**config.mk**
```make
export PLATFORM = sky130hd
export DESIGN_NAME = wilder_rsi_stream_core
export DESIGN_NICKNAME = d
export VERILOG_FILES = /design/src/rtl/core/wrsi_pkg.sv /design/src/rtl/core/wrsi_div.sv /design/src/rtl/core/wilder_rsi_stream_core.sv
export VERILOG_INCLUDE_DIRS = /design/src /design/src/rtl/core
export SDC_FILE = /design/constraint.sdc
export NUM_CORES = 2
export LEC_CHECK = 0
export ABC_AREA = 1
export BUFFER_PORTS_ARGS = -buffer_cell sky130_fd_sc_hd__buf_2
export CAP_MARGIN = 20
export CORE_MARGIN = 4
export CORE_UTILIZATION = 45
export DETAILED_ROUTE_END_ITERATION = 10
export PLACE_DENSITY = 0.64
export SYNTH_ARGS = -nofsm -noshare
export SYNTH_HDL_FRONTEND = slang
export SYNTH_HIERARCHICAL = 1
export SYNTH_SLANG_ARGS = --single-unit
export TNS_END_PERCENT = 10
```
**constraint.sdc**
```tcl
create_clock -name clk -period 7.5 [get_ports clk]
set_input_delay 0.75 -clock clk [delete_from_list [all_inputs] [get_ports clk]]
set_output_delay 0.75 -clock clk [all_outputs]
set_load 0.03 [all_outputs]
```
**src/rtl/core/wilder_rsi_stream_core_assert.svh**
```systemverilog
// assertion macros shared by the rsi core files
`ifndef WILDER_RSI_STREAM_CORE_ASSERT_SVH
`define WILDER_RSI_STREAM_CORE_ASSERT_SVH
`ifndef ASSERT_OFF
// checked outside reset, clocked on clk
`define WRSI_ASSERT(lbl, prop, msg) \
	lbl: assert property (@(posedge clk) disable iff (!arst_n) prop) else $error(msg);
// checked on every edge, reset included
`define WRSI_ASSERT_ALWAYS(lbl, prop, msg) \
	lbl: assert property (@(posedge clk) prop) else $error(msg);
`else
`define WRSI_ASSERT(lbl, prop, msg)
`define WRSI_ASSERT_ALWAYS(lbl, prop, msg)
`endif
`endif

```
**src/rtl/core/wrsi_pkg.sv**
```systemverilog
package wrsi_pkg;

	// apb register file
	localparam int APB_DW = 32;
	localparam int ADDR_W = 3;
	localparam int RIDX_W = 1;
	localparam logic [RIDX_W-1:0] REG_PERIOD = 1'b0;

	// period register
	localparam int PERIOD_W = 9;
	localparam logic [PERIOD_W-1:0] PERIOD_RST = 9'd14;

	// averages are kept in q.16
	localparam int FRAC_W = 16;

	// result encoding, rsi times 256
	localparam int RSI_W = 15;
	localparam int OUT_DW = 16;
	localparam logic [RSI_W-1:0] RSI_FULL = 15'd25600;
	localparam logic [RSI_W-1:0] RSI_HALF = 15'd12800;

endpackage

```
**src/rtl/core/wrsi_div.sv**
```systemverilog
`include "wilder_rsi_stream_core_assert.svh"

module wrsi_div #(
	parameter int DVD_W = 64,
	parameter int DVS_W = 49
) (
	input  logic             clk,
	input  logic             arst_n,
	input  logic             start,
	input  logic [DVD_W-1:0] dividend,
	input  logic [DVS_W-1:0] divisor,
	output logic             busy,
	output logic             done,
	output logic [DVD_W-1:0] quotient
);

	localparam int CW = $clog2(DVD_W + 1);
	localparam logic [CW-1:0] CNT_LD = CW'(DVD_W);

	logic             busy_q;
	logic             done_q;
	logic [CW-1:0]    cnt_q;
	logic [DVD_W-1:0] dvd_q;
	logic [DVS_W-1:0] dvs_q;
	logic [DVS_W-1:0] rem_q;

	logic [DVS_W:0]   trial;
	logic [DVS_W:0]   diff;
	logic             ge;

	// one restoring step: shift in the next dividend bit, subtract when it fits
	assign trial = {rem_q, dvd_q[DVD_W-1]};
	assign diff  = trial - {1'b0, dvs_q};
	assign ge    = trial >= {1'b0, dvs_q};

	// sequencing of the bit loop
	always_ff @(posedge clk or negedge arst_n) begin
		if (!arst_n) begin
			busy_q <= 1'b0;
			done_q <= 1'b0;
			cnt_q  <= '0;
		end else begin
			done_q <= busy_q && (cnt_q == CW'(1));
			if (start && !busy_q) begin
				busy_q <= 1'b1;
				cnt_q  <= CNT_LD;
			end else if (busy_q) begin
				cnt_q <= cnt_q - 1'b1;
				if (cnt_q == CW'(1))
					busy_q <= 1'b0;
			end
		end
	end

	// quotient bits shift in behind the dividend
	always_ff @(posedge clk) begin
		if (start && !busy_q) begin
			dvd_q <= dividend;
			dvs_q <= divisor;
			rem_q <= '0;
		end else if (busy_q) begin
			dvd_q <= {dvd_q[DVD_W-2:0], ge};
			rem_q <= ge ? diff[DVS_W-1:0] : trial[DVS_W-1:0];
		end
	end

	assign busy     = busy_q;
	assign done     = done_q;
	assign quotient = dvd_q;

	`WRSI_ASSERT(a_div_done_end, done_q |-> (!busy_q && $past(busy_q)), "done without a run")
	`WRSI_ASSERT(a_div_load, (start && !busy_q) |=> (busy_q && cnt_q == CNT_LD), "bad load")
	`WRSI_ASSERT(a_div_rem, busy_q |-> (rem_q < dvs_q), "partial remainder out of range")

endmodule

```
**src/rtl/core/wilder_rsi_stream_core.sv**
```systemverilog
// Streaming Wilder RSI. Each beat on the s_ side carries one closing price; each beat on
// the m_ side carries RSI*256 (0..25600) and a valid flag. The first sample after reset,
// or one with first_of_series set, restarts the series and returns 0 / invalid. Over the
// first period changes gains and losses are summed; at change number period the q.16
// averages are set from the sums, and later changes smooth them. A sample before warm-up,
// or with period 0, returns 0 / invalid. One sample is in flight at a time. A sample that
// smooths the averages passes a multiply and a divide for each average; when the averages
// are first set from the sums the multiply is skipped, and when the loss average is zero
// the final division is skipped. All divisions share one bit-serial divider, 64 bits wide
// with the default parameters, that yields one quotient bit per cycle and serves the gain
// average, the loss average and the final ratio in turn; a stalled output holds the core
// in its last state. A finished result waits in the output register while the next sample
// is taken. The period register sits at APB address 0 and should only be written while no
// sample is in flight.
`include "wilder_rsi_stream_core_assert.svh"

module wilder_rsi_stream_core
	import wrsi_pkg::*;
#(
	parameter int MAX_PERIOD = 256,
	parameter int PRICE_BITS = 32
) (
	input  logic                                  clk,
	input  logic                                  arst_n,
	input  logic                                  psel,
	input  logic                                  penable,
	input  logic                                  pwrite,
	input  logic [ADDR_W-1:0]                     paddr,
	input  logic [APB_DW-1:0]                     pwdata,
	output logic [APB_DW-1:0]                     prdata,
	output logic                                  pready,
	input  logic                                  s_tvalid,
	output logic                                  s_tready,
	// close_price
	input  logic [((PRICE_BITS + 7) / 8) * 8-1:0] s_tdata,
	// first_of_series
	input  logic                                  s_tuser,
	output logic                                  m_tvalid,
	input  logic                                  m_tready,
	// rsi_value
	output logic [OUT_DW-1:0]                     m_tdata,
	// rsi_valid
	output logic                                  m_tuser
);

	localparam int PW     = $clog2(MAX_PERIOD + 1);
	localparam int CNT_W  = $clog2(MAX_PERIOD + 2);
	localparam int SUM_W  = PRICE_BITS + $clog2(MAX_PERIOD);
	localparam int AVG_W  = PRICE_BITS + FRAC_W;
	localparam int MB_W   = (PW > RSI_W) ? PW : RSI_W;
	localparam int PROD_W = AVG_W + MB_W;
	localparam int DVD_W  = PROD_W + 1;
	localparam int DVS_W  = AVG_W + 1;
	localparam logic [CNT_W-1:0] CNT_MAX = CNT_W'(MAX_PERIOD + 1);

	localparam logic [3:0] ST_IDLE      = 4'd0;
	localparam logic [3:0] ST_STEP      = 4'd1;
	localparam logic [3:0] ST_AVG_MUL   = 4'd2;
	localparam logic [3:0] ST_AVG_START = 4'd3;
	localparam logic [3:0] ST_AVG_WAIT  = 4'd4;
	localparam logic [3:0] ST_RSI       = 4'd5;
	localparam logic [3:0] ST_RSI_START = 4'd6;
	localparam logic [3:0] ST_RSI_WAIT  = 4'd7;
	localparam logic [3:0] ST_FIN       = 4'd8;

	logic [3:0]            state_q;
	logic                  sel_q;
	logic                  init_q;
	logic [CNT_W-1:0]      cnt_q;
	logic [PERIOD_W-1:0]   period_q;
	logic                  m_tvalid_q;

	logic [PRICE_BITS-1:0] price_q;
	logic                  first_q;
	logic [PRICE_BITS-1:0] prev_q;
	logic [PRICE_BITS-1:0] gain_q;
	logic [PRICE_BITS-1:0] loss_q;
	logic [SUM_W-1:0]      gain_sum_q;
	logic [SUM_W-1:0]      loss_sum_q;
	logic [AVG_W-1:0]      avg_g_q;
	logic [AVG_W-1:0]      avg_l_q;
	logic [PROD_W-1:0]     prod_q;
	logic [RSI_W-1:0]      res_val_q;
	logic                  res_vld_q;
	logic [RSI_W-1:0]      out_val_q;
	logic                  out_vld_q;

	logic                  cfg_wr;
	logic [RIDX_W-1:0]     reg_idx;
	logic [PW-1:0]         p_w;
	logic [CNT_W-1:0]      p_ext;
	logic                  s_acc;
	logic                  restart;
	logic                  out_free;
	logic [PRICE_BITS-1:0] gain_w;
	logic [PRICE_BITS-1:0] loss_w;
	logic [AVG_W-1:0]      mul_a;
	logic [MB_W-1:0]       mul_b;
	logic [PRICE_BITS-1:0] x_sel;
	logic [SUM_W-1:0]      sum_sel;
	logic                  div_start;
	logic                  div_busy;
	logic                  div_done;
	logic [DVD_W-1:0]      div_dvd;
	logic [DVS_W-1:0]      div_dvs;
	logic [DVD_W-1:0]      div_q;

	// register port
	assign cfg_wr  = psel & penable & pwrite & pready;
	assign reg_idx = paddr[ADDR_W-1:2];
	assign pready  = 1'b1;
	assign prdata  = (reg_idx == REG_PERIOD) ? APB_DW'(period_q) : '0;

	// period clamped to the largest supported value
	assign p_w   = (32'(period_q) > 32'(MAX_PERIOD)) ? PW'(MAX_PERIOD) : PW'(period_q);
	assign p_ext = CNT_W'(p_w);

	// handshake helpers
	assign s_tready = (state_q == ST_IDLE);
	assign s_acc    = s_tvalid & s_tready;
	assign out_free = !m_tvalid_q || m_tready;
	assign restart  = first_q || (cnt_q == '0);

	// price change split into gain and loss
	assign gain_w = (price_q > prev_q) ? price_q - prev_q : '0;
	assign loss_w = (price_q < prev_q) ? prev_q - price_q : '0;

	// operand selection for the shared multiplier and divider
	assign x_sel   = sel_q ? loss_q : gain_q;
	assign sum_sel = sel_q ? loss_sum_q : gain_sum_q;
	assign mul_a   = (state_q == ST_RSI) ? avg_g_q : (sel_q ? avg_l_q : avg_g_q);
	assign mul_b   = (state_q == ST_RSI) ? MB_W'(RSI_FULL) : MB_W'(p_w - 1'b1);

	assign div_start = (state_q == ST_AVG_START) || (state_q == ST_RSI_START);

	always_comb begin
		if (state_q == ST_RSI_START) begin
			div_dvd = DVD_W'(prod_q);
			div_dvs = {1'b0, avg_g_q} + {1'b0, avg_l_q};
		end else begin
			div_dvs = DVS_W'(p_w);
			if (init_q)
				div_dvd = DVD_W'({sum_sel, {FRAC_W{1'b0}}});
			else
				div_dvd = DVD_W'(prod_q) + DVD_W'({x_sel, {FRAC_W{1'b0}}});
		end
	end

	wrsi_div #(
		.DVD_W(DVD_W),
		.DVS_W(DVS_W)
	) u_div (
		.clk     (clk),
		.arst_n  (arst_n),
		.start   (div_start),
		.dividend(div_dvd),
		.divisor (div_dvs),
		.busy    (div_busy),
		.done    (div_done),
		.quotient(div_q)
	);

	// sequencer, sample counter and config
	always_ff @(posedge clk or negedge arst_n) begin
		if (!arst_n) begin
			state_q    <= ST_IDLE;
			sel_q      <= 1'b0;
			init_q     <= 1'b0;
			cnt_q      <= '0;
			period_q   <= PERIOD_RST;
			m_tvalid_q <= 1'b0;
		end else begin
			if (cfg_wr && reg_idx == REG_PERIOD)
				period_q <= pwdata[PERIOD_W-1:0];
			// output beat loads in the last state, clears once taken
			if (state_q == ST_FIN && out_free)
				m_tvalid_q <= 1'b1;
			else if (m_tready)
				m_tvalid_q <= 1'b0;
			unique case (state_q)
				ST_IDLE: begin
					if (s_acc)
						state_q <= ST_STEP;
				end
				ST_STEP: begin
					sel_q  <= 1'b0;
					init_q <= (cnt_q == p_ext);
					if (restart) begin
						cnt_q   <= CNT_W'(1);
						state_q <= ST_FIN;
					end else begin
						if (cnt_q < CNT_MAX)
							cnt_q <= cnt_q + 1'b1;
						if (p_w == '0 || cnt_q < p_ext)
							state_q <= ST_FIN;
						else if (cnt_q == p_ext)
							state_q <= ST_AVG_START;
						else
							state_q <= ST_AVG_MUL;
					end
				end
				ST_AVG_MUL:   state_q <= ST_AVG_START;
				ST_AVG_START: state_q <= ST_AVG_WAIT;
				ST_AVG_WAIT: begin
					if (div_done) begin
						if (!sel_q) begin
							sel_q   <= 1'b1;
							state_q <= init_q ? ST_AVG_START : ST_AVG_MUL;
						end else begin
							state_q <= ST_RSI;
						end
					end
				end
				ST_RSI:       state_q <= (avg_l_q == '0) ? ST_FIN : ST_RSI_START;
				ST_RSI_START: state_q <= ST_RSI_WAIT;
				ST_RSI_WAIT: begin
					if (div_done)
						state_q <= ST_FIN;
				end
				ST_FIN: begin
					if (out_free)
						state_q <= ST_IDLE;
				end
				default: state_q <= ST_IDLE;
			endcase
		end
	end

	// series state and result datapath
	always_ff @(posedge clk) begin
		if (s_acc) begin
			price_q <= s_tdata[PRICE_BITS-1:0];
			first_q <= s_tuser;
		end
		unique case (state_q)
			ST_STEP: begin
				prev_q    <= price_q;
				gain_q    <= gain_w;
				loss_q    <= loss_w;
				res_val_q <= '0;
				res_vld_q <= 1'b0;
				if (restart) begin
					gain_sum_q <= '0;
					loss_sum_q <= '0;
					avg_g_q    <= '0;
					avg_l_q    <= '0;
				end else if (p_w != '0 && cnt_q <= p_ext) begin
					gain_sum_q <= gain_sum_q + SUM_W'(gain_w);
					loss_sum_q <= loss_sum_q + SUM_W'(loss_w);
				end
			end
			ST_AVG_MUL: prod_q <= PROD_W'(mul_a) * PROD_W'(mul_b);
			ST_AVG_WAIT: begin
				if (div_done) begin
					if (sel_q)
						avg_l_q <= div_q[AVG_W-1:0];
					else
						avg_g_q <= div_q[AVG_W-1:0];
				end
			end
			ST_RSI: begin
				// no loss at all gives a fixed answer
				prod_q    <= PROD_W'(mul_a) * PROD_W'(mul_b);
				res_vld_q <= 1'b1;
				res_val_q <= (avg_g_q != '0) ? RSI_FULL : RSI_HALF;
			end
			ST_RSI_WAIT: begin
				if (div_done)
					res_val_q <= div_q[RSI_W-1:0];
			end
			ST_FIN: begin
				if (out_free) begin
					out_val_q <= res_val_q;
					out_vld_q <= res_vld_q;
				end
			end
			default: ;
		endcase
	end

	assign m_tvalid = m_tvalid_q;
	assign m_tdata  = OUT_DW'(out_val_q);
	assign m_tuser  = out_vld_q;

	`WRSI_ASSERT(a_busy_no_input, div_busy |-> !s_tready, "input taken while divider runs")
	`WRSI_ASSERT(a_start_free, div_start |-> !div_busy, "divider restarted while busy")
	`WRSI_ASSERT(a_cnt_sat, cnt_q <= CNT_MAX, "sample count past saturation")
	`WRSI_ASSERT(a_invalid_zero, (m_tvalid && !m_tuser) |-> (m_tdata == '0), "invalid beat not zero")
	`WRSI_ASSERT_ALWAYS(a_rst_quiet, !arst_n |-> !m_tvalid, "output beat during reset")

endmodule

```
==> flow_metrics.env <==
export IMPL_timing_hold_ws_ns=0.1389
export IMPL_clock_network_latency_to_the_later_pin_of_the_worst_skew_pair_ns=0.71
export IMPL_worstSetupStartpointType="flop"
export IMPL_h_tree_depth=3
export IMPL_ioPinCount=127
export IMPL_share_of_yosys_cell_area_claimed_by_the_top_area_cell_type_pct=22.92
export IMPL_area_sequential_um2=17240
export IMPL_area_taken_by_multi_input_logic_gates_um2=43080
export IMPL_route_vias_total=62316
export IMPL_grt_use_total_pct=31.81
export IMPL_synth_edff_count=513
export IMPL_place_inst=11432
export IMPL_max_slew_worst_pin_slew_ns=0.9978
export IMPL_floorplan_core_area_um2=148000
export IMPL_rsz0062_at_grt="yes"
export IMPL_ys_ff_latch=596
export IMPL_period_share_pct=97.60
export IMPL_global_route_overflow_total=0
export IMPL_synth_area_leaders="sky130_fd_sc_hd__edfxtp_1, sky130_fd_sc_hd__fa_1, sky130_fd_sc_hd__nand2_1"
export IMPL_finish_instance_area_um2=76680
export IMPL_setup_violations=0
export IMPL_totalWireLength_um=255600
export IMPL_detail_route_drc_violations=0
export IMPL_yosys_top_cells_count="sky130_fd_sc_hd__nand2_1, sky130_fd_sc_hd__inv_1, sky130_fd_sc_hd__nor2_1"
export IMPL_synth_warnings=6
export IMPL_cts_buffers=72
export IMPL_root_driver="sky130_fd_sc_hd__clkbuf_16"
export IMPL_worstPathMaxFanout=26
export IMPL_grt_pass1_wl_um=376000
export IMPL_dr_pass1_iters=6
export IMPL_core_rowCount=141
export IMPL_final_nets=10702
export IMPL_fin_cells=11617
export IMPL_n_fill_cell=14691
export IMPL_floorplan_die_width_um=394.5
export IMPL_report_final_slew_viol_count=0
export IMPL_cts_buffer_depth=3
export IMPL_final_layout_size_suffix_gt1_share_pct=10.67
export IMPL_cts_sinks=596
export IMPL_setup_tns_ns=0
export IMPL_critical_path_slowest_cell="sky130_fd_sc_hd__fa_1"
export IMPL_floorplan_die_area_um2=155600
export IMPL_arrival_ns=7.74
export IMPL_die_height_um=394.5
export IMPL_detailed_place_hpwl_um=211000
export IMPL_antenna_violating_nets_post_route=0
export IMPL_grt_max_degree=115
export IMPL_place_area_um2=72520
export IMPL_postSynth_asyncResetShare_pct=5.705
export IMPL_clk_pin_slew_worst_paths_ns=0.06
export IMPL_hp_class="in -> async"
export IMPL_crit_path_frequent_cell="sky130_fd_sc_hd__fa_1"
export IMPL_grt_antenna_before_repair=9
export IMPL_timing_final_hold_violations=0
export IMPL_mappedNetlistArea_um2=67220
export IMPL_place_gp_congestion=0.9898
export IMPL_worst_setup_path_end_kind="flop"
export IMPL_floorplan_initialDensity_pct=45.42
export IMPL_worst_setup_path_type="reg -> reg"
export IMPL_ys_seq_area_share_pct=25.65
export IMPL_routed_wire_length_per_instance_um=22.01
export IMPL_area_growth_syn_to_layout_pct=14.08
export IMPL_yosys_cell_count_top_type="sky130_fd_sc_hd__nand2_1"
export IMPL_synth_area_leader_cell="sky130_fd_sc_hd__edfxtp_1"
export IMPL_achievable_frequency_ghz=0.1366
export IMPL_syn_avg_cell_area_um2=7.304
export IMPL_fin_worst_skew_ns=0.04559
export IMPL_drtIter0Drc=5898
export IMPL_cts_tree="done"
export IMPL_hold_bufs_at_cts=0
export IMPL_finalWorstPathRequiredPeriod_ns=7.320
export IMPL_yosysUniqueCellTypes=62
export IMPL_ys_dominant_reg_cell="sky130_fd_sc_hd__edfxtp_1"
export IMPL_cap_violations=0
export IMPL_synth_cells=9204
export IMPL_portBuffers=76
export IMPL_first_global_vias=60700
export IMPL_worst_rel_slew_slack_pct=32.78
export IMPL_timing_critical_path_slowest_cell_delay_ns=0.56
export IMPL_via_density_per_instance=5.364
export IMPL_outcome="complete, no violations"
export IMPL_crit_required_ns=7.92
[flip-flops by register name (all words and copies together), names as in the netlist, 40 cells and up]
name	count
u_div/quotient	64
prod_q	63
u_div/dvs_q	49
u_div/rem_q	49
avg_g_q	48
avg_l_q	48
gain_sum_q	40
loss_sum_q	40
[per-layer routing]
metal  vias to the layer above  track usage (%)  share of wire, %
li1                      29582                -                 -
met1                     29771            42.68                41
met2                      2450            50.46                44
met3                       507            4.927               7.6
met4                         6            15.30               6.5
met5                         -                0             0.014
[what timing repair did]
action | CTS | global route
cloned | 0 | 11
setup buffers | 0 | 38
pin swaps | 0 | 72
setup endpoints to repair | 10 | 40
resized for setup | 2 | 285
[worst max-delay path, delay by kind of cell (launching register included)]
kind,cells,cell delay [ns]
AO/OA/AOI/OAI,1,0.14
adder cells (fa/ha/maj),7,3.40
buffers and inverters,13,1.34
flip-flops,1,0.39
AND/OR/NAND/NOR,13,1.66
[logic make-up after synthesis]
kind of cell             count (synthesis)  share of synthesized area (%)
adder cells (fa/ha/maj)               1001                          25.34
other                                    2                        0.01117
flip-flops                             596                          25.65
XOR/XNOR                               129                          1.681
AO/OA/AOI/OAI                         1134                          9.169
AND/OR/NAND/NOR                       4283                          26.17
buffers and inverters                 2059                          11.98
[metrics by stage]
stage	util, %	setup WS, ns
finish	51.81	0.1797
global route	51.81	-0.03542
CTS	50.71	0.01829
detailed placement	49.00	-0.04161
global placement	49.00	-0.03395
floorplan	-	1.057
[final timing paths]
kind | from | end | slack (ns) | cells past startpoint
max reg2reg | period_q[0]$_DFFE_PN0P_ | prod_q[57]$_DFFE_PP_ | 0.18 | 34
max | period_q[0]$_DFFE_PN0P_ | prod_q[57]$_DFFE_PP_ | 0.18 | 34
min | arst_n | cnt_q[3]$_DFFE_PN0P_ | 0.14 | 1
max in group asynchronous | arst_n | u_div/busy$_DFF_PN0_ | 6.80 | 1
min reg2reg | res_val_q[1]$_DFFE_PP_ | out_val_q[1]$_DFFE_PP_ | 0.42 | 0
min in group clk | s_tdata[11] | price_q[11]$_DFFE_PP_ | 0.22 | 1
[area by class of cell]
cell class,instances,share of cell area [%]
Sequential cell,596,22.49
Clock buffer,83,2.470
Timing Repair Buffer,543,5.846
Clock inverter,49,0.8158
Inverter,1840,9.042
Multi-Input combinational cell,6573,56.18
Antenna cell,3,0.009790
Tap cell,1930,3.149
[cell usage in the layout, fill, tap and decap left out, types with 73 or more instances in the layout]
cell	instances
sky130_fd_sc_hd__nand2_1	2248
sky130_fd_sc_hd__edfxtp_1	513
sky130_fd_sc_hd__xor2_1	79
sky130_fd_sc_hd__buf_2	76
sky130_fd_sc_hd__nand3_1	425
sky130_fd_sc_hd__buf_4	422
sky130_fd_sc_hd__nand4_1	119
sky130_fd_sc_hd__o21ai_0	390
sky130_fd_sc_hd__a21oi_1	494
sky130_fd_sc_hd__ha_1	377
sky130_fd_sc_hd__clkbuf_16	82
sky130_fd_sc_hd__nor3_1	73
sky130_fd_sc_hd__fa_1	597
sky130_fd_sc_hd__inv_1	1771
sky130_fd_sc_hd__nor2_1	1145
Power is left out: the tool's default activity adds up to more than one toggle a clock period on the data nets, which glitch-free logic cannot reach.
